<file path="src/rtl/ble_pkg.sv">
`timescale 1ns / 1ps

package ble_pkg;

    // Channel payloads.
    typedef struct packed {
        logic signed [12:0] adc_sample;
        logic [13:0]        led_load_sum;
    } t_in_item;

    typedef struct packed {
        logic [6:0]  battery_percent;
        logic [12:0] filtered_mv;
        logic        calibrate_request;
    } t_out_item;

    typedef struct packed {
        logic        reg_index;
        logic [9:0]  reg_data;
    } t_cfg_write;

    // Register indexes.
    localparam logic C_REG_CAL_INTERVAL = 1'b0;
    localparam logic C_REG_LOAD_DROP    = 1'b1;

    localparam logic [7:0] C_CAL_INTERVAL_RST = 8'd50;
    localparam logic [9:0] C_LOAD_DROP_RST    = 10'd200;

    localparam int C_LED_COUNT = 16;

    // Shared multiplier operand widths and the reciprocal shift.
    localparam int C_MUL_A_W = 24;
    localparam int C_MUL_B_W = 29;
    localparam int C_PROD_W  = C_MUL_A_W + C_MUL_B_W;
    localparam int C_RCP_SH  = 32;
    localparam int C_QUO_W   = C_PROD_W - C_RCP_SH;

    localparam logic [63:0] C_TWO_POW_SH = 64'd1 << C_RCP_SH;

    // Constant divisors with their truncated reciprocals.
    localparam logic [15:0] C_DIV_ADC = 16'd4095;
    localparam logic [15:0] C_DIV_FLT = 16'd10;
    localparam logic [15:0] C_DIV_200 = 16'd200;
    localparam logic [15:0] C_DIV_500 = 16'd500;

    localparam logic [C_MUL_B_W-1:0] C_RCP_ADC = C_MUL_B_W'(C_TWO_POW_SH / 64'd4095);
    localparam logic [C_MUL_B_W-1:0] C_RCP_FLT = C_MUL_B_W'(C_TWO_POW_SH / 64'd10);
    localparam logic [C_MUL_B_W-1:0] C_RCP_200 = C_MUL_B_W'(C_TWO_POW_SH / 64'd200);
    localparam logic [C_MUL_B_W-1:0] C_RCP_500 = C_MUL_B_W'(C_TWO_POW_SH / 64'd500);

    localparam logic [C_MUL_B_W-1:0] C_SCALE_MV = C_MUL_B_W'(3600);

    // Discharge curve breakpoints in millivolts.
    localparam logic [12:0] C_MV_FULL = 13'd4200;
    localparam logic [12:0] C_MV_HALF = 13'd3700;
    localparam logic [12:0] C_MV_LOW  = 13'd3500;
    localparam logic [12:0] C_MV_CRIT = 13'd3300;
    localparam logic [12:0] C_MV_EMPTY = 13'd2800;

endpackage

</file>
<file path="src/rtl/ble_intf.sv">
`timescale 1ns / 1ps

interface ble_in_if;
    import ble_pkg::*;
    logic     valid;
    logic     ready;
    t_in_item data;
    modport source (output valid, output data, input ready);
    modport sink (input valid, input data, output ready);
endinterface

interface ble_out_if;
    import ble_pkg::*;
    logic      valid;
    logic      ready;
    t_out_item data;
    modport source (output valid, output data, input ready);
    modport sink (input valid, input data, output ready);
endinterface

interface ble_cfg_if;
    import ble_pkg::*;
    logic       valid;
    logic       ready;
    t_cfg_write data;
    modport source (output valid, output data, input ready);
    modport sink (input valid, input data, output ready);
endinterface

</file>
<file path="src/rtl/battery_level_estimator.sv">
`timescale 1ns / 1ps
// A skipped calibration sample has its result valid in the cycle after its own transfer; any
// other sample has the single shared multiplier do the scale, filter, load and curve
// divisions in turn (no filter division for the first sample, none for the curve outside its ends).
// One sample at a time: the next sample can transfer in the same cycle as the previous
// result, and the input is not ready while busy or while a result waits unaccepted.
// Reset: synchronous active-low; clears filter, counter, held level, valid; loads defaults.
module battery_level_estimator #(
    parameter int LED_COUNT = ble_pkg::C_LED_COUNT
) (
    input  logic      i_clk,
    input  logic      i_rst_n,
    ble_in_if.sink    i_in,
    ble_cfg_if.sink   i_cfg,
    ble_out_if.source o_out
);
    import ble_pkg::*;

    localparam logic [15:0] D_LOAD = 16'(765 * LED_COUNT);
    localparam logic [C_MUL_B_W-1:0] R_LOAD = C_MUL_B_W'(C_TWO_POW_SH / 64'(D_LOAD));

    localparam logic [3:0] ST_IDLE  = 4'd0;
    localparam logic [3:0] ST_SCALE = 4'd1;
    localparam logic [3:0] ST_D0    = 4'd2;
    localparam logic [3:0] ST_D1    = 4'd3;
    localparam logic [3:0] ST_D2    = 4'd4;
    localparam logic [3:0] ST_FILT  = 4'd5;
    localparam logic [3:0] ST_LOAD  = 4'd6;
    localparam logic [3:0] ST_VOLT  = 4'd7;
    localparam logic [3:0] ST_CURVE = 4'd8;
    localparam logic [3:0] ST_OUT   = 4'd9;

    localparam logic [2:0] DV_ADC  = 3'd0;
    localparam logic [2:0] DV_FLT  = 3'd1;
    localparam logic [2:0] DV_LOAD = 3'd2;
    localparam logic [2:0] DV_C200 = 3'd3;
    localparam logic [2:0] DV_C500 = 3'd4;

    // Control state.
    logic [3:0]  r_state, n_state;
    logic        r_oval, n_oval;
    logic [7:0]  r_count, n_count;
    logic        r_primed, n_primed;
    logic [12:0] r_smooth, n_smooth;
    logic [6:0]  r_held, n_held;
    logic [7:0]  r_interval;
    logic [9:0]  r_load_drop;

    // Datapath.
    logic [2:0]            r_div, n_div;
    logic [C_PROD_W-1:0]   r_prod, n_prod;
    logic [C_MUL_A_W-1:0]  r_x, n_x;
    logic [C_QUO_W-1:0]    r_q, n_q;
    logic [12:0]           r_mv, n_mv;
    logic [14:0]           r_drop, n_drop;
    logic [5:0]            r_k, n_k;
    logic [6:0]            r_base, n_base;
    logic [6:0]            r_pct, n_pct;
    logic [13:0]           r_load, n_load;
    t_out_item             r_out, n_out;

    logic [C_MUL_A_W-1:0] mul_a;
    logic [C_MUL_B_W-1:0] mul_b;
    logic [C_PROD_W-1:0]  mul_p;
    logic [15:0]          div_d;
    logic [C_MUL_B_W-1:0] div_r;
    logic [C_MUL_A_W-1:0] rem;
    logic [C_QUO_W-1:0]   q_fix;
    logic [12:0]          volt;
    logic                 out_free;
    logic                 in_fire;
    logic                 skip;

    assign out_free    = !r_oval || o_out.ready;
    assign i_in.ready  = (r_state == ST_IDLE) && out_free;
    assign in_fire     = i_in.valid && i_in.ready;
    assign skip        = r_count >= r_interval;
    assign i_cfg.ready = 1'b1;
    assign o_out.valid = r_oval;
    assign o_out.data  = r_out;

    always_comb begin
        case (r_div)
            DV_ADC:  begin div_d = C_DIV_ADC; div_r = C_RCP_ADC; end
            DV_FLT:  begin div_d = C_DIV_FLT; div_r = C_RCP_FLT; end
            DV_LOAD: begin div_d = D_LOAD;    div_r = R_LOAD;    end
            DV_C200: begin div_d = C_DIV_200; div_r = C_RCP_200; end
            DV_C500: begin div_d = C_DIV_500; div_r = C_RCP_500; end
            default: begin div_d = C_DIV_500; div_r = C_RCP_500; end
        endcase
    end

    // The reciprocal estimate is never above the true quotient and at most one below it,
    // so one compare of the remainder finishes the division.
    assign rem   = r_x - r_prod[C_MUL_A_W-1:0];
    assign q_fix = r_q + C_QUO_W'(rem >= C_MUL_A_W'(div_d));

    assign volt = ({2'b00, r_smooth} >= r_drop) ? (r_smooth - r_drop[12:0]) : 13'd0;

    always_comb begin
        case (r_state)
            ST_SCALE: begin mul_a = C_MUL_A_W'(r_x[11:0]); mul_b = C_SCALE_MV; end
            ST_D0:    begin mul_a = r_prod[C_MUL_A_W-1:0]; mul_b = div_r; end
            ST_D1: begin
                mul_a = C_MUL_A_W'(r_prod[C_PROD_W-1:C_RCP_SH]);
                mul_b = C_MUL_B_W'(div_d);
            end
            ST_LOAD:  begin mul_a = C_MUL_A_W'(r_load_drop); mul_b = C_MUL_B_W'(r_load); end
            ST_CURVE: begin mul_a = r_x; mul_b = C_MUL_B_W'(r_k); end
            default:  begin mul_a = r_x; mul_b = div_r; end
        endcase
    end

    assign mul_p = C_PROD_W'(mul_a) * C_PROD_W'(mul_b);

    always_comb begin
        n_state  = r_state;
        n_oval   = r_oval && !o_out.ready;
        n_count  = r_count;
        n_primed = r_primed;
        n_smooth = r_smooth;
        n_held   = r_held;
        n_div    = r_div;
        n_prod   = r_prod;
        n_x      = r_x;
        n_q      = r_q;
        n_mv     = r_mv;
        n_drop   = r_drop;
        n_k      = r_k;
        n_base   = r_base;
        n_pct    = r_pct;
        n_load   = r_load;
        n_out    = r_out;

        case (r_state)
            ST_IDLE: begin
                if (in_fire) begin
                    if (skip) begin
                        n_count = 8'd0;
                        n_out.battery_percent   = r_held;
                        n_out.filtered_mv       = r_smooth;
                        n_out.calibrate_request = 1'b1;
                        n_oval  = 1'b1;
                    end else begin
                        n_count = r_count + 8'd1;
                        n_x     = i_in.data.adc_sample[12] ? '0
                                  : C_MUL_A_W'(i_in.data.adc_sample[11:0]);
                        n_load  = i_in.data.led_load_sum;
                        n_state = ST_SCALE;
                    end
                end
            end
            ST_SCALE: begin
                n_prod  = mul_p;
                n_div   = DV_ADC;
                n_state = ST_D0;
            end
            ST_D0: begin
                n_x     = r_prod[C_MUL_A_W-1:0];
                n_prod  = mul_p;
                n_state = ST_D1;
            end
            ST_D1: begin
                n_q     = r_prod[C_PROD_W-1:C_RCP_SH];
                n_prod  = mul_p;
                n_state = ST_D2;
            end
            ST_D2: begin
                case (r_div)
                    DV_ADC: begin
                        n_mv    = {q_fix[11:0], 1'b0};
                        n_state = ST_FILT;
                    end
                    DV_FLT: begin
                        n_smooth = q_fix[12:0];
                        n_state  = ST_LOAD;
                    end
                    DV_LOAD: begin
                        n_drop  = q_fix[14:0];
                        n_state = ST_VOLT;
                    end
                    default: begin
                        n_pct   = r_base - q_fix[6:0];
                        n_state = ST_OUT;
                    end
                endcase
            end
            ST_FILT: begin
                // The first sample seeds the filter directly.
                if (r_primed) begin
                    n_prod  = C_PROD_W'({r_smooth, 3'b000}) + C_PROD_W'(r_smooth)
                              + C_PROD_W'(r_mv);
                    n_div   = DV_FLT;
                    n_state = ST_D0;
                end else begin
                    n_smooth = r_mv;
                    n_primed = 1'b1;
                    n_state  = ST_LOAD;
                end
            end
            ST_LOAD: begin
                n_prod  = mul_p;
                n_div   = DV_LOAD;
                n_state = ST_D0;
            end
            ST_VOLT: begin
                n_state = ST_CURVE;
                if (volt >= C_MV_FULL) begin
                    n_pct   = 7'd100;
                    n_state = ST_OUT;
                end else if (volt > C_MV_HALF) begin
                    n_x = C_MUL_A_W'(C_MV_FULL - volt);
                    n_k = 6'd50; n_base = 7'd100; n_div = DV_C500;
                end else if (volt > C_MV_LOW) begin
                    n_x = C_MUL_A_W'(C_MV_HALF - volt);
                    n_k = 6'd35; n_base = 7'd50; n_div = DV_C200;
                end else if (volt > C_MV_CRIT) begin
                    n_x = C_MUL_A_W'(C_MV_LOW - volt);
                    n_k = 6'd10; n_base = 7'd15; n_div = DV_C200;
                end else if (volt > C_MV_EMPTY) begin
                    n_x = C_MUL_A_W'(C_MV_CRIT - volt);
                    n_k = 6'd5; n_base = 7'd5; n_div = DV_C500;
                end else begin
                    n_pct   = 7'd0;
                    n_state = ST_OUT;
                end
            end
            ST_CURVE: begin
                n_prod  = mul_p;
                n_state = ST_D0;
            end
            ST_OUT: begin
                if (out_free) begin
                    n_held = r_pct;
                    n_out.battery_percent   = r_pct;
                    n_out.filtered_mv       = r_smooth;
                    n_out.calibrate_request = 1'b0;
                    n_oval  = 1'b1;
                    n_state = ST_IDLE;
                end
            end
            default: n_state = ST_IDLE;
        endcase
    end

    always_ff @(posedge i_clk) begin
        if (!i_rst_n) begin
            r_state     <= ST_IDLE;
            r_oval      <= 1'b0;
            r_count     <= 8'd0;
            r_primed    <= 1'b0;
            r_smooth    <= 13'd0;
            r_held      <= 7'd0;
            r_interval  <= C_CAL_INTERVAL_RST;
            r_load_drop <= C_LOAD_DROP_RST;
        end else begin
            r_state  <= n_state;
            r_oval   <= n_oval;
            r_count  <= n_count;
            r_primed <= n_primed;
            r_smooth <= n_smooth;
            r_held   <= n_held;
            if (i_cfg.valid && i_cfg.ready) begin
                case (i_cfg.data.reg_index)
                    C_REG_CAL_INTERVAL: r_interval  <= i_cfg.data.reg_data[7:0];
                    C_REG_LOAD_DROP:    r_load_drop <= i_cfg.data.reg_data;
                    default: ;
                endcase
            end
        end
    end

    always_ff @(posedge i_clk) begin
        r_div  <= n_div;
        r_prod <= n_prod;
        r_x    <= n_x;
        r_q    <= n_q;
        r_mv   <= n_mv;
        r_drop <= n_drop;
        r_k    <= n_k;
        r_base <= n_base;
        r_pct  <= n_pct;
        r_load <= n_load;
        r_out  <= n_out;
    end

    a_ready_only_idle: assert property (@(posedge i_clk) disable iff (!i_rst_n)
        i_in.ready |-> (r_state == ST_IDLE))
        else $error("input ready while the sequencer is busy");

    a_rem_bounded: assert property (@(posedge i_clk) disable iff (!i_rst_n)
        (r_state == ST_D2) |-> ({1'b0, rem} < {8'b0, div_d, 1'b0}))
        else $error("reciprocal estimate is off by more than one");

    a_skip_result: assert property (@(posedge i_clk) disable iff (!i_rst_n)
        (in_fire && skip) |=> (r_oval && r_out.calibrate_request
                               && r_out.filtered_mv == $past(r_smooth)))
        else $error("skipped sample did not give a held result");

    a_percent_range: assert property (@(posedge i_clk) disable iff (!i_rst_n)
        r_oval |-> (r_out.battery_percent <= 7'd100))
        else $error("battery percent out of range");

    a_count_on_transfer: assert property (@(posedge i_clk) disable iff (!i_rst_n)
        !in_fire |=> $stable(r_count))
        else $error("sample counter moved without an input transfer");

endmodule

</file>
<file path="src/flat_wrapper.sv">
// flat-port wrapper written by rule: the top's interface ports become plain ports
module battery_level_estimator_flat import ble_pkg::*;
#(
    parameter int LED_COUNT = ble_pkg::C_LED_COUNT
)
  (i_clk, i_rst_n, i_in_valid, i_in_data, i_in_ready, i_cfg_valid, i_cfg_data, i_cfg_ready, o_out_valid, o_out_data, o_out_ready);
  ble_in_if i_in_i ();
  ble_cfg_if i_cfg_i ();
  ble_out_if o_out_i ();
  input  logic i_clk;
  input  logic i_rst_n;
  input wire logic [$bits(i_in_i.valid)-1:0] i_in_valid;
  input wire logic [$bits(i_in_i.data)-1:0] i_in_data;
  output wire logic [$bits(i_in_i.ready)-1:0] i_in_ready;
  input wire logic [$bits(i_cfg_i.valid)-1:0] i_cfg_valid;
  input wire logic [$bits(i_cfg_i.data)-1:0] i_cfg_data;
  output wire logic [$bits(i_cfg_i.ready)-1:0] i_cfg_ready;
  output wire logic [$bits(o_out_i.valid)-1:0] o_out_valid;
  output wire logic [$bits(o_out_i.data)-1:0] o_out_data;
  input wire logic [$bits(o_out_i.ready)-1:0] o_out_ready;
  assign i_in_i.valid = i_in_valid;
  assign i_in_i.data = i_in_data;
  assign i_in_ready = i_in_i.ready;
  assign i_cfg_i.valid = i_cfg_valid;
  assign i_cfg_i.data = i_cfg_data;
  assign i_cfg_ready = i_cfg_i.ready;
  assign o_out_valid = o_out_i.valid;
  assign o_out_data = o_out_i.data;
  assign o_out_i.ready = o_out_ready;
  battery_level_estimator #(.LED_COUNT(LED_COUNT)) u_core (.i_clk(i_clk), .i_rst_n(i_rst_n), .i_in(i_in_i), .i_cfg(i_cfg_i), .o_out(o_out_i));
endmodule
</file>
<file path="config.mk">
export PLATFORM = sky130hd
export DESIGN_NAME = battery_level_estimator_flat
export DESIGN_NICKNAME = d
export VERILOG_FILES = /design/src/rtl/ble_pkg.sv /design/src/rtl/ble_intf.sv /design/src/rtl/battery_level_estimator.sv /design/src/flat_wrapper.sv
export SDC_FILE = /design/constraint.sdc
export NUM_CORES = 2
export LEC_CHECK = 0
export ABC_AREA = 0
export BUFFER_PORTS_ARGS = -buffer_cell sky130_fd_sc_hd__buf_2
export CAP_MARGIN = 30
export CORE_UTILIZATION = 41
export CTS_CLUSTER_SIZE = 25
export DETAILED_ROUTE_END_ITERATION = 7
export HOLD_SLACK_MARGIN = 0.15
export SLEW_MARGIN = 20
export SYNTH_ARGS = -nofsm -noshare
export SYNTH_HDL_FRONTEND = slang
export SYNTH_SLANG_ARGS = --single-unit
</file>
<file path="constraint.sdc">
create_clock -name i_clk -period 11.75 [get_ports i_clk]
set_input_delay 1.7625 -clock i_clk [delete_from_list [all_inputs] [get_ports i_clk]]
set_output_delay 1.7625 -clock i_clk [all_outputs]
set_load 0.02 [all_outputs]
</file>
==> flow_metrics.env <==
export IMPL_htree_num_levels=1
export IMPL_fill_cells=8137
export IMPL_die_area_um2=83830
export IMPL_cts_tree="done"
export IMPL_gp_congestion=1.011
export IMPL_start_util_pct=41.35
export IMPL_synth_fp_nets=4695
export IMPL_layout_setup_ws_ps=1617
export IMPL_drtAntennaViolNets=0
export IMPL_hold_class="flop to flop"
export IMPL_num_vias=27395
export IMPL_slowest_delay_ps=740
export IMPL_synth_enable_flop_cells=166
export IMPL_status="finished clean"
export IMPL_crit_family="adder cells"
export IMPL_cts_root_buffer="clkbuf_16"
export IMPL_die_width_um=289.5
export IMPL_final_max_slew_violation_count=0
export IMPL_ctsHoldBuffers=0
export IMPL_crit_buf_inv=8
export IMPL_ys_flop_type="edfxtp_1"
export IMPL_clk_latency_ps=550
export IMPL_layout_drive_gt1_share_pct=5.864
export IMPL_multiInputGateArea_um2=24640
export IMPL_overflow=0
export IMPL_skew_ps=15.95
export IMPL_grt_pass1_vias=27392
export IMPL_clockBufferDepth=3
export IMPL_first_pass_iters=8
export IMPL_vias_per_cell=5.582
export IMPL_fin_tns_setup_ps=0
export IMPL_max_freq_ghz=0.09869
export IMPL_grt_antenna_before_repair=5
export IMPL_layout_nets=4704
export IMPL_hold_slack_ps=461.0
export IMPL_grt_max_degree=52
export IMPL_hold_viol=0
export IMPL_cp_end_kind="flop"
export IMPL_finalWirelength_um=113800
export IMPL_cp_data_arrival_time_ps=10420
export IMPL_finalSetupViolations=0
export IMPL_slew_headroom_pct=27.51
export IMPL_initialDrtViolationCount=2664
export IMPL_grt_setup_unrepaired="false"
export IMPL_post_cts_setup_buffer_count=0
export IMPL_dp_worst_setup_slack_ps=1842
export IMPL_synth_seq_cells=218
export IMPL_drc=0
export IMPL_min_period_over_period_pct=86.24
export IMPL_fin_crit_ps=10130
export IMPL_synth_area_per_cell_um2=8.899
export IMPL_ff_latch_area_um2=6026
export IMPL_coreArea_um2=81980
export IMPL_ys_warn_count=0
export IMPL_io_buffers=65
export IMPL_io_pins=67
export IMPL_netlist_area_um2=33900
export IMPL_crit_required_ps=12040
export IMPL_synth_cells=3809
export IMPL_dpl_instance_area_um2=35540
export IMPL_grt_first_pass_wirelength_um=171000
export IMPL_cpMaxStageDelayCell="nor2_1"
export IMPL_cts_buffers=25
export IMPL_dp_hpwl_um=91470
export IMPL_cpMostUsedCell="fa_1"
export IMPL_worst_slew_pin_slew_ps=1087
export IMPL_num_rows=105
export IMPL_stdcell_area_um2=36400
export IMPL_wl_per_cell_um=23.18
export IMPL_clock_sinks=218
export IMPL_area_growth_pct=7.393
export IMPL_cp_start_kind="flop"
export IMPL_cts_clk_slew_worst_paths_ps=60
export IMPL_grt_total_usage_pct=27.45
export IMPL_maxCapViolCount=0
export IMPL_yosysSeqAreaShare_pct=17.78
export IMPL_path_class="flop to flop"
export IMPL_synth_cell_type_count=93
export IMPL_path_max_fanout=17
export IMPL_async_flop_share_pct=0
export IMPL_post_cts_resized=0
export IMPL_die_y_um=289.5
## layout make-up
type	instances	area share, %
tap	1070	3.678
clock inverter	17	0.4228
multi-input combinational	2719	67.68
antenna	1	0.006874
sequential	218	16.55
clock buffer	29	1.760
timing repair buffer	133	2.461
inverter	721	7.441
## synth_stat cells, drive strengths merged, types with 5 or more instances
cell	n	area share, %
a2111oi	7	0.24
a211o	6	0.16
a211oi	17	0.38
a21boi	6	0.13
a21o	70	1.6
a21oi	145	2.2
a221oi	7	0.25
a222oi	11	0.32
a22oi	25	0.55
a31o	5	0.13
a31oi	16	0.34
and2	36	0.66
and3	34	0.63
and4	5	0.13
buf	20	0.29
clkbuf	131	1.5
dfxtp	52	3.1
edfxtp	166	15
fa	525	31
ha	318	12
inv	721	8.0
mux2	10	0.33
mux2i	21	0.62
nand2	506	5.6
nand2b	30	0.55
nand3	38	0.56
nand4	22	0.41
nor2	418	4.7
nor2b	26	0.48
nor3	31	0.46
nor4	5	0.11
o211ai	17	0.38
o21a	20	0.44
o21ai	107	1.6
o21bai	11	0.24
o22ai	6	0.11
o311ai	5	0.15
o31ai	14	0.32
or2	8	0.15
or3	18	0.33
xnor2	81	2.1
xor2	36	0.99
## logic make-up (layout without fill, tap and decap cells)
logic type,count (synthesis),in the layout,synth area share [%]
adder cells (fa/ha/maj),843,843,42.74
multiplexers,31,31,0.9523
other,1,2,0.01106
AND/OR/NAND/NOR,1190,1190,15.07
XOR/XNOR,117,117,3.101
buffers and inverters,872,900,9.730
flip-flops,218,218,17.78
AO/OA/AOI/OAI,537,537,10.62
## state kept, by name, indices dropped and copies added, names as in the netlist
name,flops
u_core.o_out.data,21
u_core.r_load,14
u_core.r_pct,7
u_core.r_load_drop,10
u_core.r_div,3
u_core.r_k,3
u_core.r_smooth,13
u_core.r_interval,8
u_core.r_x,24
u_core.r_state,4
u_core.r_drop,15
u_core.r_mv,12
u_core.o_out.valid,1
u_core.r_primed,1
u_core.r_held,7
u_core.r_count,8
u_core.r_base,7
u_core.r_prod,45
u_core.r_q,15
## worst paths after layout
path / start / endpoint / slack, ps / cells past startpoint
setup / recovery: u_core.r_state[1]$_SDFFE_PN0P_ / u_core.r_prod[49]$_SDFFCE_PP0P_ / 1620 / 33
hold / removal: u_core.r_interval[3]$_SDFFE_PN0P_ / u_core.r_interval[3]$_SDFFE_PN0P_ / 460 / 2
setup reg to reg: u_core.r_state[1]$_SDFFE_PN0P_ / u_core.r_prod[49]$_SDFFCE_PP0P_ / 1620 / 33
hold reg to reg: u_core.r_interval[3]$_SDFFE_PN0P_ / u_core.r_interval[3]$_SDFFE_PN0P_ / 460 / 2
## tightest hold or removal path, delay by kind of cell, from the launching register on
family             cells  cell delay, ps
and+or+nand+nor        1              50
DFF                    1             310
AOI/OAI and AO/OA      1              50
## cells in the final DEF, fill, tap and decap left out, types with 35 or more instances in the layout
cell type and instances:
dfxtp_1 52, buf_2 65, nand3_1 38, a21oi_1 142
buf_4 59, inv_1 717, nor2_1 414, ha_1 318
xor2_1 35, xnor2_1 80, edfxtp_1 166, a21o_1 70
nand2_1 506, o21ai_0 94, fa_1 525
## per-stage QoR
step	cells	util, %
final	4908	44.41
after global routing	4907	44.40
after CTS	4902	44.32
after detailed placement	4856	43.35
after global placement	4852	43.27
after floorplan	3809	-
## per-layer routing
layer,vias to the layer above,part of all wire [%],track usage (%)
li1,12171,-,-
met1,13622,42,38.33
met2,1347,45,42.66
met3,251,9.8,5.408
met4,4,3.8,9.071
met5,-,0.024,0
Power is not shown: default switching activity piles up to over one toggle a cycle in this logic, so the estimate is an artifact.
